--- src/rtl/core/gstd_pkg.sv ---
// Shared types, constants and the CORDIC angle table of the go-to-goal controller.
`default_nettype none

package gstd_pkg;

   // Datapath widths.
   localparam int XY_W       = 35;  // CORDIC x and y, room for the gain on a 32-bit offset
   localparam int Z_W        = 25;  // angle accumulator, 1/32768 degree
   localparam int SQ_W       = 64;  // squared length and square-root working words
   localparam int SQRT_STEPS = 32;  // one result bit of the root per cell
   localparam int POS_W      = 31;
   localparam int HEAD_W     = 16;
   localparam int DIST_W     = 21;

   // Angle constants.
   localparam logic [31:0]            NEAR_ZERO = 32'd655;        // 0.01 m in Q16
   localparam logic signed [Z_W-1:0]  QUARTER_Z = 25'sd2949120;   // 90 degrees, 1/32768 deg
   localparam logic signed [18:0]     HALF_TURN = 19'sd23040;     // 180 degrees, 1/128 deg
   localparam logic signed [18:0]     FULL_TURN = 19'sd46080;     // 360 degrees, 1/128 deg

   // Configuration register indexes.
   typedef enum logic [2:0] {
      CSR_GOAL_X        = 3'd0,
      CSR_GOAL_Y        = 3'd1,
      CSR_GOAL_HEADING  = 3'd2,
      CSR_ARRIVE_RADIUS = 3'd3,
      CSR_FINAL_TOL     = 3'd4,
      CSR_HEADING_TOL   = 3'd5,
      CSR_MAX_STEP      = 3'd6
   } csr_index_type;

   // Configuration register contents.
   typedef struct packed {
      logic signed [POS_W-1:0]  goal_x;
      logic signed [POS_W-1:0]  goal_y;
      logic signed [HEAD_W-1:0] goal_heading;
      logic [16:0]              arrive_radius;
      logic [14:0]              final_align_tolerance;
      logic [14:0]              heading_tolerance;
      logic [DIST_W-1:0]        max_step;
   } cfg_type;

   // Word handed from one cell to the next.
   typedef struct packed {
      logic                     vld;
      logic signed [XY_W-1:0]   x;
      logic signed [XY_W-1:0]   y;
      logic signed [Z_W-1:0]    z;
      logic [SQ_W-1:0]          rem;
      logic [SQ_W-1:0]          root;
      logic                     near;
      logic signed [HEAD_W-1:0] rh;
   } cell_data_type;

   // One command beat.
   typedef struct packed {
      logic                     at_goal;
      logic signed [HEAD_W-1:0] turn_angle;
      logic [DIST_W-1:0]        move_distance;
   } result_type;

   // Arctangent of 2^-i in 1/32768 degree, rounded; zero past the end of the table.
   function automatic logic signed [Z_W-1:0] ang_entry(input int idx);
      logic signed [Z_W-1:0] a;
      case (idx)
         0:       a = 25'sd1474560;
         1:       a = 25'sd870484;
         2:       a = 25'sd459940;
         3:       a = 25'sd233473;
         4:       a = 25'sd117189;
         5:       a = 25'sd58652;
         6:       a = 25'sd29333;
         7:       a = 25'sd14667;
         8:       a = 25'sd7334;
         9:       a = 25'sd3667;
         10:      a = 25'sd1833;
         11:      a = 25'sd917;
         12:      a = 25'sd458;
         13:      a = 25'sd229;
         14:      a = 25'sd115;
         15:      a = 25'sd57;
         16:      a = 25'sd29;
         17:      a = 25'sd14;
         18:      a = 25'sd7;
         19:      a = 25'sd4;
         20:      a = 25'sd2;
         21:      a = 25'sd1;
         default: a = 25'sd0;
      endcase
      return a;
   endfunction

endpackage

`default_nettype wire

--- src/rtl/core/gstd_decide.sv ---
// Decision stage: bearing rounding, angle wrap and the turn, drive or done choice.
`default_nettype none

module gstd_decide (
   input  wire logic                    clock,
   input  wire logic                    reset,
   input  wire logic                    adv,
   input  wire gstd_pkg::cell_data_type cell_i,
   input  wire gstd_pkg::cfg_type       cfg,
   output logic                         res_vld,
   output gstd_pkg::result_type         res
);

   logic                       vld_ff;
   gstd_pkg::result_type       res_ff, res_in;

   logic [31:0]                dist_q16;
   logic signed [25:0]         z_rnd;
   logic signed [17:0]         bearing;
   logic signed [18:0]         eb, eb_a, eb_w;
   logic signed [18:0]         ea, ea_a, ea_w;
   logic [14:0]                eb_mag, ea_mag;

   always_comb begin
      dist_q16 = cell_i.root[31:0];
      // Round the accumulated angle to 1/128 degree.
      z_rnd   = 26'(cell_i.z) + 26'sd128;
      bearing = cell_i.near ? 18'sd0 : z_rnd[25:8];

      // Error toward the bearing, one wrap each way.
      eb   = 19'(bearing) - 19'(cell_i.rh);
      eb_a = (eb > gstd_pkg::HALF_TURN) ? eb - gstd_pkg::FULL_TURN : eb;
      eb_w = (eb_a < -gstd_pkg::HALF_TURN) ? eb_a + gstd_pkg::FULL_TURN : eb_a;
      eb_mag = eb_w[18] ? 15'(-eb_w) : 15'(eb_w);

      // Error toward the final heading; one wrap covers the whole 16-bit span.
      ea   = 19'(cfg.goal_heading) - 19'(cell_i.rh);
      ea_a = (ea > gstd_pkg::HALF_TURN) ? ea - gstd_pkg::FULL_TURN : ea;
      ea_w = (ea_a < -gstd_pkg::HALF_TURN) ? ea_a + gstd_pkg::FULL_TURN : ea_a;
      ea_mag = ea_w[18] ? 15'(-ea_w) : 15'(ea_w);

      res_in.at_goal       = 1'b0;
      res_in.turn_angle    = '0;
      res_in.move_distance = '0;
      if (dist_q16 < 32'(cfg.arrive_radius)) begin
         if (ea_mag < cfg.final_align_tolerance) begin
            res_in.at_goal = 1'b1;
         end else begin
            res_in.turn_angle = 16'(ea_w);
         end
      end else if (eb_mag <= cfg.heading_tolerance) begin
         res_in.move_distance = (dist_q16 > 32'(cfg.max_step)) ? cfg.max_step
                                                               : gstd_pkg::DIST_W'(dist_q16);
      end else begin
         res_in.turn_angle = 16'(eb_w);
      end
   end

   // Valid bit.
   always_ff @(posedge clock) begin
      if (reset) begin
         vld_ff <= 1'b0;
      end else if (adv) begin
         vld_ff <= cell_i.vld;
      end
   end

   // Command register.
   always_ff @(posedge clock) begin
      if (adv) begin
         res_ff <= res_in;
      end
   end

   assign res_vld = vld_ff;
   assign res     = res_ff;

endmodule

`default_nettype wire

--- config.mk ---
export PLATFORM = sky130hd
export DESIGN_NAME = gstd_decide
export DESIGN_NICKNAME = d
export VERILOG_FILES = /design/src/rtl/core/gstd_pkg.sv /design/src/rtl/core/gstd_decide.sv
export SDC_FILE = /design/constraint.sdc
export NUM_CORES = 1
export LEC_CHECK = 0
export BUFFER_PORTS_ARGS = -buffer_cell sky130_fd_sc_hd__buf_4
export CORE_AREA = 2 2 167 169
export CTS_CLUSTER_SIZE = 25
export DETAILED_ROUTE_END_ITERATION = 6
export DIE_AREA = 0 0 169 171
export SLEW_MARGIN = 20
export SYNTH_ARGS = -nofsm -noshare
export SYNTH_HDL_FRONTEND = slang
export SYNTH_SLANG_ARGS = --single-unit
--- constraint.sdc ---
create_clock -name clock -period 8.44 [get_ports clock]
set_input_delay 0 -clock clock [delete_from_list [all_inputs] [get_ports clock]]
set_output_delay 0 -clock clock [all_outputs]
set_load 0.01 [all_outputs]
Yosys cells after proc, flatten, opt, wreduce, memory -nomap -nowiden
Cells that the tools add are included.

Register bits after elaboration: 39. Word-level logic and storage cells: 35.

Add/sub/neg operators: 9. $lt $le $gt $ge: 8. Multiplexer cells: 12. Bitwise operators: 1. Reductions and logical operators: 1.

Operators with widths (number): two-way mux 19 bit (4); two-way mux 16 bit (3); adder 19 x 17 -> 19 bit, second input constant (2); < comparator 19 x 16 -> 1 bit, second input constant (2); greater-than comparator 32 x 21 -> 1 bit (1); < comparator 32 x 17 -> 1 bit (1); two-way mux 15 bit (2); negation 15 bit (2); adder 25 x 9 -> 26 bit, second input constant (1); two-way mux 21 bit (1); greater-than comparator 19 x 16 -> 1 bit, second input constant (1); subtractor 18 x 16 -> 19 bit (1); subtractor 19 x 17 -> 19 bit, second input constant (1); two-way mux 18 bit (1); subtractor 17 x 17 -> 18 bit, second input constant (1); greater-than comparator 17 x 16 -> 1 bit, second input constant (1); subtractor 16 x 16 -> 17 bit (1); <= comparator 15 bit (1); < comparator 15 bit (1); OR reduction 2 bit (1); two-way mux 1 bit (1); NOT 1 bit (1).

Depth between registers and ports, before layout
Depth in word-level cells: 12. Depth in mapped cells: 41. Mapped depth without buffers: 38.

Worst setup path after synthesis
No wires, ideal clock.

Path kind: input to register. From: input port cell_i[154] (netlist name). To: register res_ff (netlist bit res[23]), data pin. Library setup time: 0.277 ns. Arrival time: 7.180 ns. Data required time: 8.163 ns. Setup slack: 0.983 ns. Stages on the path: 37. Path through: and3_1 nand3_1 or3_1 a21oi_1 ha_1 a21oi_1 o21ai_0 a222oi_1 a21boi_0 and2_1 clkbuf_1 ha_1 o2111ai_1 nor4_1 nand2_1 a31oi_2 mux2_2 ha_1 or3_1 a311o_1 mux2_2 ha_1 nor2b_1 o21ai_0 nand2b_1 a21oi_1 nor2b_1 o21ai_0 nand2b_1 a21oi_1 nor2_1 a211oi_1 o21ai_0 o41a_1 nand2b_1 clkbuf_1 o22ai_1.

RTL lines: from (decl) (line gstd_decide.sv:8) `input wire gstd_pkg::cell_data_type cell_i,`; to (signal assigned) (line gstd_decide.sv:71) `res_ff <= res_in;`; to (decl) (line gstd_decide.sv:15) `gstd_pkg::result_type res_ff, res_in;`.

Final worst setup path
From: input port cell_i[152] (netlist name). To: register res_ff (netlist bit res[15]), data pin.

Word-level cells in the longest chain between the ends: 12. Elaborated cells on any way between the ends: 14. Those cells by class: add/sub: 5; order compare: 3; mux: 4; bitwise: 1; reduce/logical: 1.

RTL lines: adder 25 x 9 -> 26 bit (*) (line gstd_decide.sv:27) `z_rnd = 26'(cell_i.z) + 26'sd128;`; two-way mux 18 bit (*) (line gstd_decide.sv:28) `bearing = cell_i.near ? 18'sd0 : z_rnd[25:8];`; subtractor 18 x 16 -> 19 bit (*) (line gstd_decide.sv:31) `eb = 19'(bearing) - 19'(cell_i.rh);`; subtractor 19 x 17 -> 19 bit / greater-than comparator 19 x 16 -> 1 bit (equally long branches) (line gstd_decide.sv:32) `eb_a = (eb > gstd_pkg::HALF_TURN) ? eb - gstd_pkg::FULL_TURN : eb;`; two-way mux 19 bit (*) (line gstd_decide.sv:32); adder 19 x 17 -> 19 bit / < comparator 19 x 16 -> 1 bit (equally long branches) (line gstd_decide.sv:33) `eb_w = (eb_a < -gstd_pkg::HALF_TURN) ? eb_a + gstd_pkg::FULL_TURN : eb_a;`; two-way mux 19 bit (*) (line gstd_decide.sv:33); negation 15 bit (line gstd_decide.sv:34) `eb_mag = eb_w[18] ? 15'(-eb_w) : 15'(eb_w);`; two-way mux 15 bit (*) (line gstd_decide.sv:34); <= comparator 15 bit (*) (line gstd_decide.sv:51) `end else if (eb_mag <= cfg.heading_tolerance) begin`; NOT 1 bit (no source line) (*); OR reduction 2 bit (no source line) (*).

Every way passes the cells marked *; elsewhere a longest branch is shown, timed or not. A chain may end at the register's enable or synchronous reset.

==> out/results.txt <==
Startpoint Class = input port
Commonest cells in the netlist = ha_1, inv_1, nor2_1
Worst Hold Class = input port to flip-flop
Cells after synthesis = 1008
H-Tree Depth = 2
Pint = 0.00120 W
DRC Markers = 0
Final GP Congestion = 0.927
RSZ-0062 raised after global routing = false
PD cells = 225 mW/mm^2
Most common cell in the netlist = ha_1
DP Wirelength = 23.6 mm
Clock Latency Late Sink = 0.30 ns
CP arrival = 7.87 ns
Die Ht = 171 um
Fmax achieved = 0.129 GHz
Final Slew Violations = 0
Vias = 8221
Initial antenna violation count = 0
Routed vias/inst = 5.26
Layout Cells excl Fill = 1563
Peak supply drop = 0.108 mV
Final ANT Viol Nets = 0
CTS tree = yes
Most used DFF post-synth = edfxtp_1
Area leader, netlist = ha_1
Synth Register Bits = 39
Outcome = finished, final reports clean
Switching Share = 46.5%
Final setup viols = 0
Slew headroom = 41.1%
Worst r2r src = res_vld$_SDFFE_PP0P_
Worst-path clk slew = 0.07 ns
Final Cycle Share = 91.6%
Gr ovfl total = 0
Clock power share = 10.2%
Fin Setup TNS = 0 ns
Combinational share of power = 72.9%
Synth top area share = 17.5%
Top cells by area, synth = ha_1, edfxtp_1, xnor2_1
Gr usage total = 18.5%
Worst Max-Slew Pin Slew = 0.873 ns
Layout Utilization = 36.6%
Routed WL = 27.6 mm
Netlist cell types = 85
Worst setup path class = input port to flip-flop
Drt wl/cell = 17.7 um
Post-Syn Nets = 1509
Warnings from Yosys = 0
Top cell by count, worst path = a21oi_1
Router iterations before antenna repair = 5
CTS sink count = 39
CP endpoint kind = flip-flop
Hold path cells = 3
R2R cell count = 2
Largest net degree at the start of global routing = 40
Post-synthesis cell area = 0.00779 mm^2
Post-CTS Setup Inserts = 0
Starting Density = 28.5%
Fin. Hold Viols = 0
Initial DRC count = 517
Io pins = 429
Max-cap violations = 0
Core box area = 0.0273 mm^2
Leakage = 4.70 nW
Area growth from synthesis to layout = 28.4%
Maximum fanout along the worst path = 9
First-pass GRT wire length = 41.5 mm
Nets@finish = 1717
Worst EP required = 8.58 ns
Fraction of registers with async set/reset = 0%
Final worst path period need = 7.73 ns
Hold Startpoint = cell_i[240]
Psw = 0.00104 W
Die footprint = 0.0289 mm^2
Share of cells above drive strength 1 = 22.2%
Worst-case clock buffer depth = 2
Ant. Diodes = 0
Root Driver = clkbuf_16
IO Port Bufs = 193
Number of synthesized flops with an enable pin = 38
Syn_area_per_cell = 7.73 um^2
Slowest stage cell, crit path = o41ai_1
Number of global-route vias before repair = 7745
Worst Skew = 0 ns
Die width = 169 um
Pwr Total = 0.00225 W
Slowest cell delay on critical path = 0.72 ns
CTS Buf Count = 5
Sequential area share after synthesis = 14.9%
Seq pwr share = 16.9%
Placed Cells = 1554
Crit path from = cell_i[152]
Std-Cell Rows = 61
critical path: cells and delay by family:
| kind | cells | cell delay (ns) |
|---|---|---|
| compound gates | 17 | 4.19 |
| simple gates | 12 | 2.04 |
| fa+ha+maj | 3 | 0.84 |
| buf+inv | 3 | 0.47 |
| mux | 1 | 0.31 |
area by class of cell:
type                       instances  area (um^2)
clock inverter                     3         43.8
tap                              346          433
clock buffer                       5          125
fill                            2896        17300
sequential                        39         1160
multi-input combinational        836         6120
inverter                         108          405
timing repair buffer             226         1720
routing by layer:
| metal | track usage (%) | share of wire, % | wire [um] |
|---|---|---|---|
| met1 | 25.7 | 48 | 13400 |
| met3 | 2.27 | 5.0 | 1390 |
| met2 | 30.9 | 45 | 12500 |
| met4 | 3.46 | 1.4 | 386 |
| met5 | 0 | 0 | 0 |
final timing paths:
| check | slack [ns] | end |
|---|---|---|
| setup / recovery | 0.71 | res[15]$_SDFFCE_PP0P_ |
| setup reg to reg | 7.85 | res_vld$_SDFFE_PP0P_ |
| hold reg to reg | 0.51 | res_vld$_SDFFE_PP0P_ |
| hold / removal | 0.02 | res_vld$_SDFFE_PP0P_ |
repair_timing:
| item | 4_1_cts | 5_1_grt |
|---|---|---|
| resized for setup | 0 | 0 |
| hold buffers | 1 | 0 |
| hold endpoints to repair | 1 | 0 |
logic make-up after synthesis:
family | after synthesis | synth area share [%]
AND/OR/NAND/NOR | 321 | 20.9
AO/OA/AOI/OAI | 293 | 26.1
buffers and inverters | 133 | 6.73
adder cells (fa/ha/maj) | 111 | 18.0
XOR/XNOR | 75 | 8.62
flip-flops | 39 | 14.9
multiplexers | 36 | 4.70
metrics by stage:
step	cell area [um^2]	hold WS, ns	setup WS [ns]
after global routing	10000	0.0246	0.0946
after floorplan	7790	0.0724	0.983
after CTS	10000	0.00834	0.744
final	10000	0.0169	0.709
after detailed placement	9830	0.162	0.492
after global placement	9830	0.159	0.548
power groups by stage:
stage                     Combinational [W]  Sequential, W  Clock [W]
after global routing                0.00181       0.000380   0.000240
after detailed placement            0.00163       0.000374          0
final                               0.00164       0.000380   0.000230
after CTS                           0.00164       0.000375   0.000232
after floorplan                     0.00102       0.000378          0
after global placement              0.00161       0.000381          0
flip-flops by register name, indices dropped and copies added (netlist names):
name,count
res_vld,1
res,38
placed cells by master (no fill, tap or decap), types with 8 or more instances in the layout:
cell type / count
nand4_1: 15
inv_1: 107
xor2_1: 21
buf_4: 223
a21o_1: 32
edfxtp_1: 38
and3_1: 16
nor4_1: 9
mux2i_1: 31
o21ai_0: 48
and2_1: 13
a211oi_1: 9
o211ai_1: 8
nand3_1: 27
nand2_1: 64
nor2_1: 85
a31oi_1: 13
o22ai_1: 14
ha_1: 109
o21a_1: 13
nor2b_1: 13
nand2b_1: 16
nor3_1: 21
or3_1: 13
xnor2_1: 52
a21oi_1: 65
(Power assumes the default switching activity.)
