===== src/rtl/core/gstd_pkg.sv =====
// Shared types, constants and the CORDIC angle table of the go-to-goal controller.
`default_nettype none

package gstd_pkg;

   // Datapath widths.
   localparam int XY_W       = 35;  // CORDIC x and y, room for the gain on a 32-bit offset
   localparam int Z_W        = 25;  // angle accumulator, 1/32768 degree
   localparam int SQ_W       = 64;  // squared length and square-root working words
   localparam int SQRT_STEPS = 32;  // one result bit of the root per cell
   localparam int POS_W      = 31;
   localparam int HEAD_W     = 16;
   localparam int DIST_W     = 21;

   // Angle constants.
   localparam logic [31:0]            NEAR_ZERO = 32'd655;        // 0.01 m in Q16
   localparam logic signed [Z_W-1:0]  QUARTER_Z = 25'sd2949120;   // 90 degrees, 1/32768 deg
   localparam logic signed [18:0]     HALF_TURN = 19'sd23040;     // 180 degrees, 1/128 deg
   localparam logic signed [18:0]     FULL_TURN = 19'sd46080;     // 360 degrees, 1/128 deg

   // Configuration register indexes.
   typedef enum logic [2:0] {
      CSR_GOAL_X        = 3'd0,
      CSR_GOAL_Y        = 3'd1,
      CSR_GOAL_HEADING  = 3'd2,
      CSR_ARRIVE_RADIUS = 3'd3,
      CSR_FINAL_TOL     = 3'd4,
      CSR_HEADING_TOL   = 3'd5,
      CSR_MAX_STEP      = 3'd6
   } csr_index_type;

   // Configuration register contents.
   typedef struct packed {
      logic signed [POS_W-1:0]  goal_x;
      logic signed [POS_W-1:0]  goal_y;
      logic signed [HEAD_W-1:0] goal_heading;
      logic [16:0]              arrive_radius;
      logic [14:0]              final_align_tolerance;
      logic [14:0]              heading_tolerance;
      logic [DIST_W-1:0]        max_step;
   } cfg_type;

   // Word handed from one cell to the next.
   typedef struct packed {
      logic                     vld;
      logic signed [XY_W-1:0]   x;
      logic signed [XY_W-1:0]   y;
      logic signed [Z_W-1:0]    z;
      logic [SQ_W-1:0]          rem;
      logic [SQ_W-1:0]          root;
      logic                     near;
      logic signed [HEAD_W-1:0] rh;
   } cell_data_type;

   // One command beat.
   typedef struct packed {
      logic                     at_goal;
      logic signed [HEAD_W-1:0] turn_angle;
      logic [DIST_W-1:0]        move_distance;
   } result_type;

   // Arctangent of 2^-i in 1/32768 degree, rounded; zero past the end of the table.
   function automatic logic signed [Z_W-1:0] ang_entry(input int idx);
      logic signed [Z_W-1:0] a;
      case (idx)
         0:       a = 25'sd1474560;
         1:       a = 25'sd870484;
         2:       a = 25'sd459940;
         3:       a = 25'sd233473;
         4:       a = 25'sd117189;
         5:       a = 25'sd58652;
         6:       a = 25'sd29333;
         7:       a = 25'sd14667;
         8:       a = 25'sd7334;
         9:       a = 25'sd3667;
         10:      a = 25'sd1833;
         11:      a = 25'sd917;
         12:      a = 25'sd458;
         13:      a = 25'sd229;
         14:      a = 25'sd115;
         15:      a = 25'sd57;
         16:      a = 25'sd29;
         17:      a = 25'sd14;
         18:      a = 25'sd7;
         19:      a = 25'sd4;
         20:      a = 25'sd2;
         21:      a = 25'sd1;
         default: a = 25'sd0;
      endcase
      return a;
   endfunction

endpackage

`default_nettype wire


===== src/rtl/core/gstd_front.sv =====
// Front end: goal offset, pre-rotation, squares and squared length over three stages.
`default_nettype none

module gstd_front (
   input  wire logic                          clock,
   input  wire logic                          reset,
   input  wire logic                          adv,
   input  wire logic                          in_vld,
   input  wire logic signed [30:0]            robot_x,
   input  wire logic signed [30:0]            robot_y,
   input  wire logic signed [15:0]            robot_heading,
   input  wire gstd_pkg::cfg_type             cfg,
   output gstd_pkg::cell_data_type            data_out
);

   // Stage one: offset, magnitudes and quadrant fold.
   logic                                      s1_vld_ff;
   logic [31:0]                               s1_ux_ff, s1_ux_in;
   logic [31:0]                               s1_uy_ff, s1_uy_in;
   logic signed [gstd_pkg::XY_W-1:0]          s1_x_ff, s1_x_in;
   logic signed [gstd_pkg::XY_W-1:0]          s1_y_ff, s1_y_in;
   logic signed [gstd_pkg::Z_W-1:0]           s1_z_ff, s1_z_in;
   logic                                      s1_near_ff, s1_near_in;
   logic signed [15:0]                        s1_rh_ff;

   logic signed [31:0]                        dx, dy;
   logic signed [gstd_pkg::XY_W-1:0]          dx_w, dy_w;

   always_comb begin
      dx       = 32'(cfg.goal_x) - 32'(robot_x);
      dy       = 32'(cfg.goal_y) - 32'(robot_y);
      dx_w     = gstd_pkg::XY_W'(dx);
      dy_w     = gstd_pkg::XY_W'(dy);
      s1_ux_in = dx[31] ? 32'(-dx) : 32'(dx);
      s1_uy_in = dy[31] ? 32'(-dy) : 32'(dy);
      s1_near_in = (s1_ux_in <= gstd_pkg::NEAR_ZERO) && (s1_uy_in <= gstd_pkg::NEAR_ZERO);
      // Fold the left half plane into the right one by a quarter turn.
      if (dx[31] && !dy[31]) begin
         s1_x_in = dy_w;
         s1_y_in = -dx_w;
         s1_z_in = gstd_pkg::QUARTER_Z;
      end else if (dx[31]) begin
         s1_x_in = -dy_w;
         s1_y_in = dx_w;
         s1_z_in = -gstd_pkg::QUARTER_Z;
      end else begin
         s1_x_in = dx_w;
         s1_y_in = dy_w;
         s1_z_in = '0;
      end
   end

   // Stage two: the two squares.
   logic                                      s2_vld_ff;
   logic [63:0]                               s2_sqx_ff, s2_sqy_ff;
   logic signed [gstd_pkg::XY_W-1:0]          s2_x_ff, s2_y_ff;
   logic signed [gstd_pkg::Z_W-1:0]           s2_z_ff;
   logic                                      s2_near_ff;
   logic signed [15:0]                        s2_rh_ff;

   // Stage three: squared length, seeding the root recurrence.
   logic                                      s3_vld_ff;
   logic [63:0]                               s3_sum_ff;
   logic signed [gstd_pkg::XY_W-1:0]          s3_x_ff, s3_y_ff;
   logic signed [gstd_pkg::Z_W-1:0]           s3_z_ff;
   logic                                      s3_near_ff;
   logic signed [15:0]                        s3_rh_ff;

   // Valid bits of the three stages.
   always_ff @(posedge clock) begin
      if (reset) begin
         s1_vld_ff <= 1'b0;
         s2_vld_ff <= 1'b0;
         s3_vld_ff <= 1'b0;
      end else if (adv) begin
         s1_vld_ff <= in_vld;
         s2_vld_ff <= s1_vld_ff;
         s3_vld_ff <= s2_vld_ff;
      end
   end

   // Payload of the three stages.
   always_ff @(posedge clock) begin
      if (adv) begin
         s1_ux_ff   <= s1_ux_in;
         s1_uy_ff   <= s1_uy_in;
         s1_x_ff    <= s1_x_in;
         s1_y_ff    <= s1_y_in;
         s1_z_ff    <= s1_z_in;
         s1_near_ff <= s1_near_in;
         s1_rh_ff   <= robot_heading;

         s2_sqx_ff  <= 64'(s1_ux_ff) * 64'(s1_ux_ff);
         s2_sqy_ff  <= 64'(s1_uy_ff) * 64'(s1_uy_ff);
         s2_x_ff    <= s1_x_ff;
         s2_y_ff    <= s1_y_ff;
         s2_z_ff    <= s1_z_ff;
         s2_near_ff <= s1_near_ff;
         s2_rh_ff   <= s1_rh_ff;

         s3_sum_ff  <= s2_sqx_ff + s2_sqy_ff;
         s3_x_ff    <= s2_x_ff;
         s3_y_ff    <= s2_y_ff;
         s3_z_ff    <= s2_z_ff;
         s3_near_ff <= s2_near_ff;
         s3_rh_ff   <= s2_rh_ff;
      end
   end

   always_comb begin
      data_out.vld  = s3_vld_ff;
      data_out.x    = s3_x_ff;
      data_out.y    = s3_y_ff;
      data_out.z    = s3_z_ff;
      data_out.rem  = s3_sum_ff;
      data_out.root = '0;
      data_out.near = s3_near_ff;
      data_out.rh   = s3_rh_ff;
   end

endmodule

`default_nettype wire


===== config.mk =====
export PLATFORM = sky130hd
export DESIGN_NAME = gstd_front
export DESIGN_NICKNAME = d
export VERILOG_FILES = /design/src/rtl/core/gstd_pkg.sv /design/src/rtl/core/gstd_front.sv
export SDC_FILE = /design/constraint.sdc
export NUM_CORES = 2
export LEC_CHECK = 0
export BUFFER_PORTS_ARGS = -buffer_cell sky130_fd_sc_hd__buf_2
export CAP_MARGIN = 20
export CORE_AREA = 10 10 422 424
export CTS_CLUSTER_SIZE = 28
export DETAILED_ROUTE_END_ITERATION = 12
export DIE_AREA = 0 0 432 434
export GPL_TIMING_DRIVEN = 0
export PLACE_DENSITY_LB_ADDON = 0.08
export SLEW_MARGIN = 20
export SYNTH_ARGS = -nofsm -noshare
export SYNTH_HDL_FRONTEND = slang
export SYNTH_SLANG_ARGS = --single-unit

===== constraint.sdc =====
create_clock -name clock -period 16.5 [get_ports clock]
set_clock_uncertainty 0.1 [all_clocks]
set_input_delay 0.825 -clock clock [delete_from_list [all_inputs] [get_ports clock]]
set_output_delay 0.825 -clock clock [all_outputs]
set_load 0.1 [all_outputs]

Word level (Yosys, flattened, before mapping)
Index checks and enable logic that the tools add are counted.
Operators by class
  $add $sub $neg: 7
  multiply operators: 2
  order comparisons: 2
  muxes and demuxes: 7
  reduce and logical (&&, ||, !) cells: 3
Operator list (count)
  $mux 35: 4
  $mul 32x32->64: 2
  $neg 32->35: 2
  $add 64x64->64: 1
  $le 32x10->1 const B: 2
  $mux 32: 2
  $neg 32->32: 2
  $sub 31x31->32: 2
  $mux 25: 1
  $logic_and 1x1->1: 2
  $logic_not 1->1: 1
Storage, ports and cells
  flip-flop bits (word level): 595
  bits of input ports: 228
  output and inout port bits: 241
  word-level logic and storage cells: 44

Depth between registers and ports, before layout
  word-level depth: 5
  depth in mapped cells: 34
  mapped depth without buffers: 32

Worst setup path before layout
OpenSTA, ideal clock, no wires.
  path type: reg2reg
  start: register s1_ux_ff[14]
  end: register s2_sqx_ff[61], data pin
  library setup time: 0.258 ns
  arrival time: 8.173 ns
  required time: 16.142 ns
  path slack: 7.969 ns
  cell stages (with the launch flop): 31
  buffers on the path: 2
  period minus slack after synthesis: 8.531 ns
  cell sequence: edfxtp_1 > clkbuf_1 > clkbuf_1 > nand2_1 > fa_1 > inv_1 > fa_1 > inv_1 > fa_1 > fa_1 > inv_1 > fa_1 > inv_1 > fa_1 > inv_1 > fa_1 > fa_1 > ha_1 > and4_1 > nand2_1 > o22ai_1 > a211o_1 > a211oi_1 > o21a_1 > a31o_2 > o21bai_1 > a31oi_1 > o21ai_0 > a21o_1 > a221o_1 > xor2_1
On the way
  cells in the longest elaborated chain, start to end: 1
RTL lines
  start: declaration: line gstd_front.sv:18  | logic [31:0] s1_ux_ff, s1_ux_in;
  start signal: assignment: line gstd_front.sv:85  | s1_ux_ff <= s1_ux_in;
  $mul 32x32->64: line gstd_front.sv:93  | s2_sqx_ff <= 64'(s1_ux_ff) * 64'(s1_ux_ff);
  end signal: assignment: line gstd_front.sv:93
  end: declaration: line gstd_front.sv:55  | logic [63:0] s2_sqx_ff, s2_sqy_ff;
No other way between the ends.
A chain may end at the register's enable or synchronous reset.

Worst setup path after layout
  start: register s1_uy_ff[5]
  end: register s2_sqy_ff[61], data pin
On the way
  cells in the longest elaborated chain, start to end: 1
RTL lines
  start: declaration: line gstd_front.sv:19  | logic [31:0] s1_uy_ff, s1_uy_in;
  start signal: assignment: line gstd_front.sv:86  | s1_uy_ff <= s1_uy_in;
  $mul 32x32->64: line gstd_front.sv:94  | s2_sqy_ff <= 64'(s1_uy_ff) * 64'(s1_uy_ff);
  end signal: assignment: line gstd_front.sv:94
  end: declaration: line gstd_front.sv:55
No other way between the ends.

==> reports/results.txt <==
dpl ws - 4590 ps
period utilization - 73.7%
I/O pins - 469
Post-CTS Hold Buffers - 0
CTS Sinks - 527
sequential area share after synthesis - 18.8%
Post-DP Area - 89,000 um2
fill cell count - 15,394
commonest cells after routing, fill and taps aside - 2,089 x inv_1, 1,583 x fa_1, 725 x ha_1, 644 x nand2_1, 524 x edfxtp_1
clock latency on the worst-skew pair - 710 ps
max-cap violation count - 0
Worst-Margin Slew - 1290 ps
Die H - 434 um
cts repair resizes - 0
Slew headroom - 14.2%
remaining antenna violation count - 0
Clk pin slew, worst setup/hold paths - 60 ps
Worst Reg-to-Reg Cells - 31
vias in the first global route - 64,219
Hold Crit Class - input port to flop
fraction of registers with async set/reset - 0%
initial antenna violation count - 29
first-pass GRT wire length - 417,000 um
GRT Total Usage - 30.4%
Reg area - 15,800 um2
layout cells sized above 1 - 7.07%
# DRC - 0
number of max-slew violations in the final report - 0
reg-to-reg critical path endpoint - s2_sqy_ff[61]$_DFFE_PP_
TritonRoute pass-1 iters - 6
crit path max fanout - 10
Min-Delay Startpoint - robot_heading[14]
total grt overflow - 0
worst hold stages - 1
Worst EP required - 16,840 ps
worst r2r src - s1_uy_ff[5]$_DFFE_PP_
Worst R2R Setup Slack - 4350 ps
CTS root buffer - clkbuf_16
Multi-input gate area - 59,100 um2
largest net degree at the start of global routing - 103
CTS tree - yes
number of synthesized register bits - 527
CTS H-Tree Depth - 3
most common cell after layout, fill and taps aside - inv_1
row count - 151
PnR worst setup slack - 4350 ps
Mapped Area - 84,100 um2
status - finished, final reports clean
Post-Layout Inst Area - 91,400 um2
Vias/cell - 5.42
postcts setup bufs - 0
Core Area - 169,000 um2
ys flop type - edfxtp_1
gpl congestion - 1.01
Synth cell types - 99
crit start category - flop
Crit path max-delay family - adder cells
WL final - 281,000 um
routed vias - 59,867
drt first-iter violations - 4,728
setup TNS - 0 ps
deepest clock path buffer count - 3
Final Core Density - 54.0%
kind of critical path - flop to flop
RSZ-0062 raised after global routing - no
Crit path arrival time - 12,500 ps
Post-synth EDFFs - 524
Syn Inst Count - 8,315
final hold vios - 0
Crit path depth - 31
CTS Buf Count - 68
Final min period - 12,150 ps
worst hold endpoint - s1_rh_ff[14]$_DFFE_PP_
most frequent CP cell - fa_1
YS warnings - 0
fmax - 82.3 MHz
initial cell density of the core - 49.7%
DR WL/cell - 25.5 um
slowest library cell on the worst path - clkbuf_1
crit path capture type - flop
PortBufs - 304
final setup fails - 0
DP HPWL - 235,000 um
Syn-to-layout area delta - 8.65%
die footprint - 187,000 um2
Buf/Inv on CP - 8
delay of the slowest critical-path stage - 880 ps
Die X-Extent - 432 um
Syn Area/Cell - 10.1 um2
fin nets - 11,318
-- cells in the mapped netlist, types with 40 or more instances --
master | count | area share (%)
a21o_1 | 122 | 1.1
a21oi_1 | 241 | 1.4
and2_1 | 460 | 3.4
buf_4 | 90 | 0.80
clkbuf_1 | 227 | 1.0
edfxtp_1 | 524 | 19
fa_1 | 1583 | 38
ha_1 | 725 | 11
inv_1 | 2089 | 9.3
nand2_1 | 644 | 2.9
nand2b_1 | 40 | 0.30
nand3_1 | 58 | 0.35
nor2_1 | 320 | 1.4
nor2b_1 | 45 | 0.33
nor3_1 | 56 | 0.33
o21a_1 | 42 | 0.38
o21ai_0 | 146 | 0.87
o21bai_1 | 43 | 0.38
xnor2_1 | 243 | 2.5
xor2_1 | 149 | 1.6
-- cell families after synthesis --
group | share of synthesized area, %
AND/OR/NAND/NOR | 10.3
buffers and inverters | 11.4
other | 0.00446
XOR/XNOR | 4.12
adder cells (fa/ha/maj) | 48.5
flip-flops | 18.8
AO/OA/AOI/OAI | 6.68
multiplexers | 0.210
-- registers in the layout (all words and copies together) (netlist names), 3 cells and up --
| register | count |
|---|---|
| s1_x_ff | 35 |
| s3_x_ff | 35 |
| s1_ux_ff | 32 |
| s2_x_ff | 35 |
| s2_z_ff | 3 |
| s2_y_ff | 35 |
| s2_sqy_ff | 63 |
| s3_z_ff | 3 |
| s3_y_ff | 35 |
| s2_rh_ff | 16 |
| s1_rh_ff | 16 |
| s3_rh_ff | 16 |
| s2_sqx_ff | 63 |
| s1_uy_ff | 32 |
| s1_z_ff | 3 |
| s3_sum_ff | 64 |
| s1_y_ff | 35 |
-- final cells by class --
class,count,share of cell area (%)
clock buffers,78,1.90
repair buffers,315,1.93
plain buffers,352,1.88
well taps,2218,3.04
clock inverters,42,0.703
inverters,2091,8.59
diodes,5,0.0137
multi-input cells,5427,64.6
flip-flops and latches,527,17.3
-- worst max-delay path by stage --
stage | startpoint | slack (ps) | end
floorplan | s1_ux_ff[14]$_DFFE_PP_ | 7970 | s2_sqx_ff[61]$_DFFE_PP_
global placement | s1_uy_ff[5]$_DFFE_PP_ | 3270 | s2_sqy_ff[56]$_DFFE_PP_
detailed placement | s1_uy_ff[5]$_DFFE_PP_ | 4590 | s2_sqy_ff[63]$_DFFE_PP_
CTS | s1_uy_ff[5]$_DFFE_PP_ | 4540 | s2_sqy_ff[63]$_DFFE_PP_
global route | s1_uy_ff[5]$_DFFE_PP_ | 4170 | s2_sqy_ff[61]$_DFFE_PP_
finish | s1_uy_ff[5]$_DFFE_PP_ | 4350 | s2_sqy_ff[61]$_DFFE_PP_
-- through the flow --
step	hold WS, ps	instances
3_3_place_gp	301	10919
2_1_floorplan	300	8397
4_1_cts	167	11050
6_report	221	11055
5_1_grt	195	11050
3_5_place_dp	305	10930
-- routing by layer --
layer  track usage, %  wire length, um  part of all wire [%]  up-vias
met5                0               53                 0.019        -
met2             47.5           126000                    45     2416
met3             5.88            22600                   8.0      621
met4             16.0            18300                   6.5        8
met1             40.0           114000                    41    30452
li1                 -                -                     -    26370
Power is left out: the tool's default activity adds up to more than one toggle a clock period on the data nets, which glitch-free logic cannot reach.
